### config.mk
export PLATFORM = sky130hd
export DESIGN_NAME = sorted_set_array
export DESIGN_NICKNAME = d
export VERILOG_FILES = /design/src/sv/ssa_pkg.sv /design/src/sv/ssa_cell.sv /design/src/sv/sorted_set_array.sv
export SDC_FILE = /design/constraint.sdc
export NUM_CORES = 2
export LEC_CHECK = 0
export BUFFER_PORTS_ARGS = -buffer_cell sky130_fd_sc_hd__buf_2
export CORE_ASPECT_RATIO = 0.8
export CORE_UTILIZATION = 45
export DETAILED_ROUTE_END_ITERATION = 8
export SLEW_MARGIN = 20
export SYNTH_ARGS = -nofsm -noshare
export SYNTH_HDL_FRONTEND = slang
export SYNTH_SLANG_ARGS = --single-unit
### constraint.sdc
create_clock -name clk -period 7.65 [get_ports clk]
set_input_delay 1.53 -clock clk [delete_from_list [all_inputs] [get_ports clk]]
set_output_delay 1.53 -clock clk [all_outputs]
set_load 0.01 [all_outputs]
### src/sv/ssa_pkg.sv
// ssa_pkg: shared types and codes for the sorted set array.
// Operation and status codes, plus the command and flag structs passed
// between the top level and the storage cells. No dependencies.
package ssa_pkg;

	// Operation requested by an item; code 3 is treated as search
	typedef enum logic [1:0] {
		MODE_INSERT = 2'd0,
		MODE_REMOVE = 2'd1,
		MODE_SEARCH = 2'd2
	} ssa_mode_t;

	typedef enum logic [2:0] {
		ST_INSERTED  = 3'd0,
		ST_DUPLICATE = 3'd1,
		ST_FULL      = 3'd2,
		ST_REMOVED   = 3'd3,
		ST_ABSENT    = 3'd4,
		ST_FOUND     = 3'd5
	} ssa_status_t;

	// Update command broadcast to every cell
	typedef struct packed {
		logic ins;
		logic rem;
	} ssa_cmd_t;

	// Per-cell compare results
	typedef struct packed {
		logic lt;    // valid and key < entry
		logic eq;    // valid and key == entry
		logic mark;  // this cell is the insertion slot
	} ssa_flags_t;

endpackage

### src/sv/ssa_cell.sv
// ssa_cell: one slot of the sorted set chain, holding an entry and its valid bit.
// Compares the broadcast key against its entry and shifts with its neighbors.
// Depends on ssa_pkg.
module ssa_cell import ssa_pkg::*; #(
	parameter int VALUE_WIDTH = 32
) (
	input  logic                          clk,
	input  logic                          arst_n,
	input  ssa_cmd_t                      cmd,
	input  logic signed [VALUE_WIDTH-1:0] key,
	input  logic signed [VALUE_WIDTH-1:0] left_entry,
	input  logic                          left_valid,
	input  logic                          left_lt,
	input  logic signed [VALUE_WIDTH-1:0] right_entry,
	input  logic                          right_valid,
	output logic signed [VALUE_WIDTH-1:0] entry,
	output logic                          valid,
	output ssa_flags_t                    flags
);

	logic signed [VALUE_WIDTH-1:0] entry_q;
	logic                          valid_q;
	logic                          take_key;

	assign flags.lt   = valid_q && (key < entry_q);
	assign flags.eq   = valid_q && (key == entry_q);
	// slot for the key: larger than the left entry, and this entry is larger or empty
	assign take_key   = !left_lt && (!valid_q || flags.lt);
	assign flags.mark = take_key && left_valid;

	assign entry = entry_q;
	assign valid = valid_q;

	always_ff @(posedge clk) begin
		if (cmd.ins) begin
			if (left_lt) begin
				entry_q <= left_entry;
			end else if (take_key) begin
				entry_q <= key;
			end
		end else if (cmd.rem) begin
			if (flags.lt || flags.eq) begin
				entry_q <= right_entry;
			end
		end
	end

	// valid bits form a thermometer code that moves with the count
	always_ff @(posedge clk or negedge arst_n) begin
		if (!arst_n) begin
			valid_q <= 1'b0;
		end else if (cmd.ins) begin
			valid_q <= left_valid;
		end else if (cmd.rem) begin
			valid_q <= right_valid;
		end
	end

endmodule

### src/sv/sorted_set_array.sv
// sorted_set_array: top level of the sorted set store.
// Request register, a chain of ssa_cell slots, result register, capacity register.
// Depends on ssa_pkg and ssa_cell.
//
// Usage:
//  - Input channel (in_valid/in_ready, mode, value): one item per operation,
//    insert, remove or search of a signed key. Mode 3 acts as search.
//  - Output channel (out_valid/out_ready): one result item per input item, in
//    order: status, position, count, full_res, empty_res.
//  - Config channel (cfg_valid/cfg_ready, capacity): always ready; write the
//    capacity only while no item is in flight. Values above DEPTH act as DEPTH.
//  - Flow: an accepted item lands in the request register; once the result
//    register is free or being drained, all cells compare it in parallel against
//    their entries, shift with their neighbors, and the result is registered.
//  - Throughput: one item per cycle while the receiver keeps up; the request
//    register is the only stage ahead of the cell chain.
//  - Stall: with the result held, one more item is taken into the request
//    register, then in_ready drops until the result is taken.
//  - Reset: count is zero (all slots empty), capacity is 16, no result pending.
//    Stored entries are not cleared; only slots below the count are ever read.
module sorted_set_array import ssa_pkg::*; #(
	parameter int DEPTH       = 16,
	parameter int VALUE_WIDTH = 32
) (
	input  logic                          clk,
	input  logic                          arst_n,
	// request items
	input  logic                          in_valid,
	output logic                          in_ready,
	input  logic [1:0]                    mode,
	input  logic signed [VALUE_WIDTH-1:0] value,
	// result items
	output logic                          out_valid,
	input  logic                          out_ready,
	output logic [2:0]                    status,
	output logic [3:0]                    position,
	output logic [4:0]                    count,
	output logic                          full_res,
	output logic                          empty_res,
	// capacity register
	input  logic                          cfg_valid,
	output logic                          cfg_ready,
	input  logic [4:0]                    capacity
);

	localparam int PW = $clog2(DEPTH);
	localparam int CW = $clog2(DEPTH + 1);
	localparam int XW = (CW > 5) ? CW : 5;

	// request stage
	logic                          req_v_q;
	logic [1:0]                    req_mode_q;
	logic signed [VALUE_WIDTH-1:0] req_key_q;

	// state and result registers
	logic [CW-1:0] count_q;
	logic [4:0]    cap_q;
	logic          out_v_q;
	ssa_status_t   status_q;
	logic [3:0]    position_q;
	logic [4:0]    count_res_q;
	logic          full_q;
	logic          empty_q;

	logic advance;
	logic in_acc;

	// cell chain wiring
	logic signed [VALUE_WIDTH-1:0] cell_entry [DEPTH];
	logic [DEPTH-1:0]              cell_valid;
	ssa_flags_t                    cell_flags [DEPTH];
	logic [DEPTH-1:0]              eq_vec;
	logic [DEPTH-1:0]              mark_vec;
	ssa_cmd_t                      cmd;

	// decode
	logic          hit;
	logic [PW-1:0] hit_pos;
	logic [PW-1:0] ins_pos;
	logic [XW-1:0] eff_cap;
	logic [XW-1:0] cap_x;
	logic [XW-1:0] cnt_x;
	logic [XW-1:0] new_cnt_x;
	logic [CW-1:0] new_count;
	ssa_status_t   res_status;
	logic [PW-1:0] res_pos;
	logic [PW+3:0] pos_ext;
	logic [CW+4:0] cnt_ext;

	// an item moves through when the result register is free or being drained
	assign advance   = req_v_q && (!out_v_q || out_ready);
	assign in_ready  = !req_v_q || advance;
	assign in_acc    = in_valid && in_ready;
	assign cfg_ready = 1'b1;

	always_ff @(posedge clk or negedge arst_n) begin
		if (!arst_n) begin
			req_v_q <= 1'b0;
		end else if (in_acc) begin
			req_v_q <= 1'b1;
		end else if (advance) begin
			req_v_q <= 1'b0;
		end
	end

	always_ff @(posedge clk) begin
		if (in_acc) begin
			req_mode_q <= mode;
			req_key_q  <= value;
		end
	end

	always_ff @(posedge clk or negedge arst_n) begin
		if (!arst_n) begin
			cap_q <= 5'd16;
		end else if (cfg_valid && cfg_ready) begin
			cap_q <= capacity;
		end
	end

	// the chain: each cell sees its left and right neighbor
	genvar gi;
	generate
		for (gi = 0; gi < DEPTH; gi++) begin : g_cell
			logic signed [VALUE_WIDTH-1:0] l_entry;
			logic                          l_valid;
			logic                          l_lt;
			logic signed [VALUE_WIDTH-1:0] r_entry;
			logic                          r_valid;

			if (gi == 0) begin : g_head
				assign l_entry = '0;
				assign l_valid = 1'b1;
				assign l_lt    = 1'b0;
			end else begin : g_mid_l
				assign l_entry = cell_entry[gi-1];
				assign l_valid = cell_valid[gi-1];
				assign l_lt    = cell_flags[gi-1].lt;
			end

			if (gi == DEPTH - 1) begin : g_tail
				assign r_entry = '0;
				assign r_valid = 1'b0;
			end else begin : g_mid_r
				assign r_entry = cell_entry[gi+1];
				assign r_valid = cell_valid[gi+1];
			end

			ssa_cell #(
				.VALUE_WIDTH(VALUE_WIDTH)
			) u_cell (
				.clk        (clk),
				.arst_n     (arst_n),
				.cmd        (cmd),
				.key        (req_key_q),
				.left_entry (l_entry),
				.left_valid (l_valid),
				.left_lt    (l_lt),
				.right_entry(r_entry),
				.right_valid(r_valid),
				.entry      (cell_entry[gi]),
				.valid      (cell_valid[gi]),
				.flags      (cell_flags[gi])
			);

			assign eq_vec[gi]   = cell_flags[gi].eq;
			assign mark_vec[gi] = cell_flags[gi].mark;
		end
	endgenerate

	// one-hot to index for the match slot and the insertion slot
	always_comb begin
		hit_pos = '0;
		ins_pos = '0;
		for (int i = 0; i < DEPTH; i++) begin
			if (eq_vec[i]) begin
				hit_pos = hit_pos | PW'(i);
			end
			if (mark_vec[i]) begin
				ins_pos = ins_pos | PW'(i);
			end
		end
	end

	assign hit     = |eq_vec;
	assign cap_x   = XW'(cap_q);
	assign eff_cap = (cap_x > XW'(DEPTH)) ? XW'(DEPTH) : cap_x;
	assign cnt_x   = XW'(count_q);

	// operation decode; full check wins over duplicate on insert
	always_comb begin
		cmd        = '0;
		res_status = ST_ABSENT;
		res_pos    = '0;
		new_count  = count_q;
		case (req_mode_q)
			MODE_INSERT: begin
				if (cnt_x >= eff_cap) begin
					res_status = ST_FULL;
				end else if (hit) begin
					res_status = ST_DUPLICATE;
				end else begin
					res_status = ST_INSERTED;
					res_pos    = ins_pos;
					cmd.ins    = advance;
					new_count  = count_q + 1'b1;
				end
			end
			MODE_REMOVE: begin
				if (hit) begin
					res_status = ST_REMOVED;
					res_pos    = hit_pos;
					cmd.rem    = advance;
					new_count  = count_q - 1'b1;
				end
			end
			default: begin
				if (hit) begin
					res_status = ST_FOUND;
					res_pos    = hit_pos;
				end
			end
		endcase
	end

	assign new_cnt_x = XW'(new_count);
	assign pos_ext   = {4'b0, res_pos};
	assign cnt_ext   = {5'b0, new_count};

	always_ff @(posedge clk or negedge arst_n) begin
		if (!arst_n) begin
			count_q <= '0;
			out_v_q <= 1'b0;
		end else begin
			if (advance) begin
				count_q <= new_count;
				out_v_q <= 1'b1;
			end else if (out_ready) begin
				out_v_q <= 1'b0;
			end
		end
	end

	always_ff @(posedge clk) begin
		if (advance) begin
			status_q    <= res_status;
			position_q  <= pos_ext[3:0];
			count_res_q <= cnt_ext[4:0];
			full_q      <= (new_cnt_x >= eff_cap);
			empty_q     <= (new_count == '0);
		end
	end

	assign out_valid = out_v_q;
	assign status    = status_q;
	assign position  = position_q;
	assign count     = count_res_q;
	assign full_res  = full_q;
	assign empty_res = empty_q;

	// valid bits of the chain track the count exactly
	a_valid_count: assert property (@(posedge clk) disable iff (!arst_n)
		$countones(cell_valid) == int'(count_q))
		else $error("cell valid bits disagree with count");

	// keys are distinct, so at most one slot can match
	a_one_match: assert property (@(posedge clk) disable iff (!arst_n)
		$onehot0(eq_vec))
		else $error("more than one slot matches the key");

	// an insert that goes through lands in exactly one slot
	a_one_slot: assert property (@(posedge clk) disable iff (!arst_n)
		cmd.ins |-> $onehot(mark_vec))
		else $error("insert without a unique slot");

	// a moved item always leaves a result behind
	a_result: assert property (@(posedge clk) disable iff (!arst_n)
		advance |=> out_v_q)
		else $error("result lost after advance");

endmodule

==> metrics.md <==
| Metric | Value |
|---|---|
| Slowest-stage cell, CP | edfxtp_1 |
| Chip Height | roughly 280 µm |
| Req. time, crit path | 7.94 ns |
| Int Power | around 6600 µW |
| Cell variety after synth | between 70 and 80 |
| #FFs+latches synth | 588 |
| CTS tree | done |
| Synth Area in Adders | 0.156 |
| Die area | about 95,000 µm² |
| Outcome | complete, no violations |
| DP Cell Count | between 5,000 and 6,000 |
| WHS Endpoint | out_valid$_DFFE_PN0P_ |
| Cells after Synth | roughly 4,600 |
| FF-to-FF path depth | 13 |
| Worst Path Arrival | about 6.7 ns |
| Tot GR Track Use | 0.243 |
| Mux cell area share after synthesis | 0.0522 |
| Clock skew | around 0.023 ns |
| Share of layout cells above drive strength 1 | 0.0669 |
| Pwr per Cell Area | about 220 nW/µm² |
| Crit end category | flip-flop |
| Clock-pin slew on the worst setup and hold paths | ~0.06 ns |
| Crit share post-route | 0.835 |
| Initial antenna violation count | 4 |
| Internal reg-to-reg setup slack | 1.26 ns |
| Fin. max-slew vios | 0 |
| Clock Sinks | 588 |
| Post-Synth Simple-Gate Area | 0.130 |
| Largest area contributor in the netlist | edfxtp_1 |
| Max incr delay on CP | 1.03 ns |
| Final Hold Vio Count | 0 |
| Switching pwr | approximately 3300 µW |
| Routed via count | 33,785 |
| CP cell instances | buf_4, ha_1, nand4_1, nor4_1, nand4_1, nand4_1, nor4_4, nand3_2, nor2_4, buf_4, o21ai_0, a21oi_4, buf_4 |
| Register area share after synthesis | 0.417 |
| Nets | around 5,200 |
| Antenna Violating Nets Remaining | 0 |
| Syn_area_per_cell | roughly 9.1 µm² |
| Num ports | a little over 60 |
| Combinational share of power | 0.270 |
| Max Cap Viol | 0 |
| Slew @ Worst Pin | approximately 1.2 ns |
| DR WL/cell | about 20 µm |
| Ys async rst share | 0.0476 |
| Fillers | around 9,000 |
| Crit-path leading delay family | simple AND/OR/NAND/NOR gates |
| Max IR drop VDD | 0.148 mV |
| GRT busiest layer | met1 |
| H-tree levels | 3 |
| Placement Setup Slack | roughly 1.3 ns |
| Routed wire length | roughly 120,000 µm |
| Met1 Track Usage GR | 0.375 |
| Post-synthesis xor/xnor area fraction | 0.00354 |
| Initial Util | 0.458 |
| Syn nets | 5,213 |
| Setup violations, final | 0 |
| Clock Path Buffers | 3 |
| RSZ-0062 raised after global routing | false |
| Hold WC Path Type | flip-flop to flip-flop |
| Crit path launch type | flip-flop |
| Sequential power share | 0.404 |
| CTS buffer count | ~70 |
| Static Leak | roughly 0.021 µW |
| Non-filler cells, final | 5,891 |
| R2r endpoint | g_cell[1].u_cell.entry[22]$_DFFE_PP_ |
| Post-DR vias/cell | roughly 5.7 |
| Peak fanout along the critical path | 29 |
| RD Place Congestion | about 0.87 |
| Synth Warn # | 0 |
| Initial DRC Count | approximately 2,700 |
| Minimum clock period after layout | between 6 and 7 ns |
| Post-CTS Resized | 0 |
| Worst setup startpoint | req_key_q[27]$_DFFE_PP_ |
| Total Power | 9920 µW |
| Setup_tns | 0 ns |
| Core area | slightly above 90,000 µm² |
| Switching share of total power | 0.337 |
| Post-CTS setup buffer count | 0 |
| Highest Clock Rate | between 150 and 200 MHz |
| Count leader, synth | a21oi_1 |
| Largest net degree at the start of global routing | ~160 |
| Vias in the first global route | about 32,000 |
| Synth top area share | 0.400 |
| TritonRoute pass-1 iters | 7 |
| GRT met2 Usage | 0.357 |
| WHS Path Cells | 1 |
| Critical path buffers and inverters | 3 |
| Hold Slack | slightly below 0.5 ns |
| Rows | 99 |
| Compound-gate portion of the synthesized area | 0.169 |
| HPWL Detailed | between 80,000 and 90,000 µm |
| Final worst slack | 1.26 ns |
| Clock power share | 0.326 |
| Critical R2R Launch | req_key_q[27]$_DFFE_PP_ |
| Area grow syn2layout | 9.43% |
| Top FF cell, synth | edfxtp_1 |
| Cell area after synthesis | approximately 42,000 µm² |
| Post-synth EDFFs | 560 |
| Grt met3 use | 0.0368 |
| First-pass GRT wire length | between 150,000 and 200,000 µm |
| Hold_sp | req_v_q$_DFFE_PN0P_ |
| Top area cells in the synthesized netlist | edfxtp_1 (40%), ha_1 (16%), a21oi_1 (8.6%) |
| Worst-Skew Late Latency | approximately 0.63 ns |
| Slew HR | 0.188 |
| PortBufs | around 60 |
| Root Buffer | clkbuf_16 |
| Largest family of logic cells by synthesized area | compound AO/OA/AOI/OAI gates |
| Die X | 344 µm |
| Remaining DRCs | 0 |
| CTS Hold Bufs | 0 |
| CP Class | flip-flop to flip-flop |
| GRT Residual Overflow | 0 |
| Top post-synthesis cells by count | a21oi_1 (720), nor2_1 (641), edfxtp_1 (560) |
-- sequential cells by signal, summed over array words and instances, names as in the netlist, 2 cells and up --
signal / count
cap_q: 5
cnt_x: 5
count: 5
g_cell.u_cell.entry: 512
g_cell.u_cell.valid: 16
position: 4
req_key_q: 32
req_mode_q: 2
status: 3
-- cell families (layout without fill, tap and decap cells) --
group | Yosys count | count (layout)
simple gates | 1247 | 1247
other cells | 1 | 2
compound gates | 1277 | 1277
mux | 218 | 218
flops | 588 | 588
buf+inv | 773 | 806
fa+ha+maj | 524 | 524
xor+xnor | 17 | 17
-- power groups by stage --
| stage | combinational [µW] | clock, µW | sequential [µW] |
|---|---|---|---|
| floorplan | 1960 | 0 | 3990 |
| global placement | 2600 | 0 | 4070 |
| finish | 2670 | 3240 | 4010 |
| global route | 2980 | 3400 | 4030 |
| detailed placement | 2650 | 0 | 4070 |
| CTS | 2660 | 3280 | 4000 |
-- worst max path at each step --
stage                                      endpoint  slack (ns)  cells after the start
2_1_floorplan  g_cell[10].u_cell.entry[0]$_DFFE_PP_        1.51                     14
3_3_place_gp   g_cell[1].u_cell.entry[20]$_DFFE_PP_        1.39                     13
3_5_place_dp   g_cell[1].u_cell.entry[21]$_DFFE_PP_        1.29                     13
4_1_cts        g_cell[1].u_cell.entry[22]$_DFFE_PP_        1.25                     13
5_1_grt        g_cell[1].u_cell.entry[20]$_DFFE_PP_        0.84                     13
6_report       g_cell[1].u_cell.entry[22]$_DFFE_PP_        1.26                     13
-- cells in the final DEF, fill, tap and decap left out, types with 6 or more instances in the layout --
cell and count:
clkbuf_8 11, clkbuf_1 22, a22oi_1 8, a311oi_4 11, nand2_1 316, ha_1 524, nand2b_1 20, a21oi_1 718
nor4_2 8, o21ai_0 275, edfxtp_1 560, clkinv_1 12, mux2_2 11, inv_1 530, xnor2_1 15, buf_2 59
buf_4 91, a211oi_1 16, o22ai_1 21, nand3_1 40, nor3_1 19, o21ai_1 20, a21o_1 126, a221oi_1 8
nand2_2 10, nand4_1 117, and3_1 8, dfrtp_1 27, mux2i_1 207, clkbuf_16 73, nor2_1 640, a2111oi_0 7
nor4_1 13, o211ai_1 6, nor2b_1 18, o21a_1 10
-- cell type report --
cell class,instances,area (µm²),area share
multi-input cells,3284,21800,0.474
flip-flops and latches,588,17500,0.381
clock buffers,106,2060,0.0448
inverters,532,2000,0.0434
well taps,1212,1520,0.0329
repair buffers,153,1050,0.0229
clock inverters,15,61.3,0.00133
diodes,1,2.50,0.0000544
-- layer usage --
metal | routed length (µm) | part of all wire
met5 | 0 | 0
met4 | 2150 | 0.018
met3 | 7580 | 0.065
met2 | 48300 | 0.42
met1 | 58200 | 0.50
-- per-stage QoR --
| stage | instance area, µm² | util |
|---|---|---|
| 3_3_place_gp | 43800 | 0.477 |
| 6_report | 46000 | 0.501 |
| 5_1_grt | 46000 | 0.501 |
| 3_5_place_dp | 43900 | 0.477 |
| 2_1_floorplan | 42100 | - |
| 4_1_cts | 46000 | 0.500 |
(Power assumes the default switching activity.)
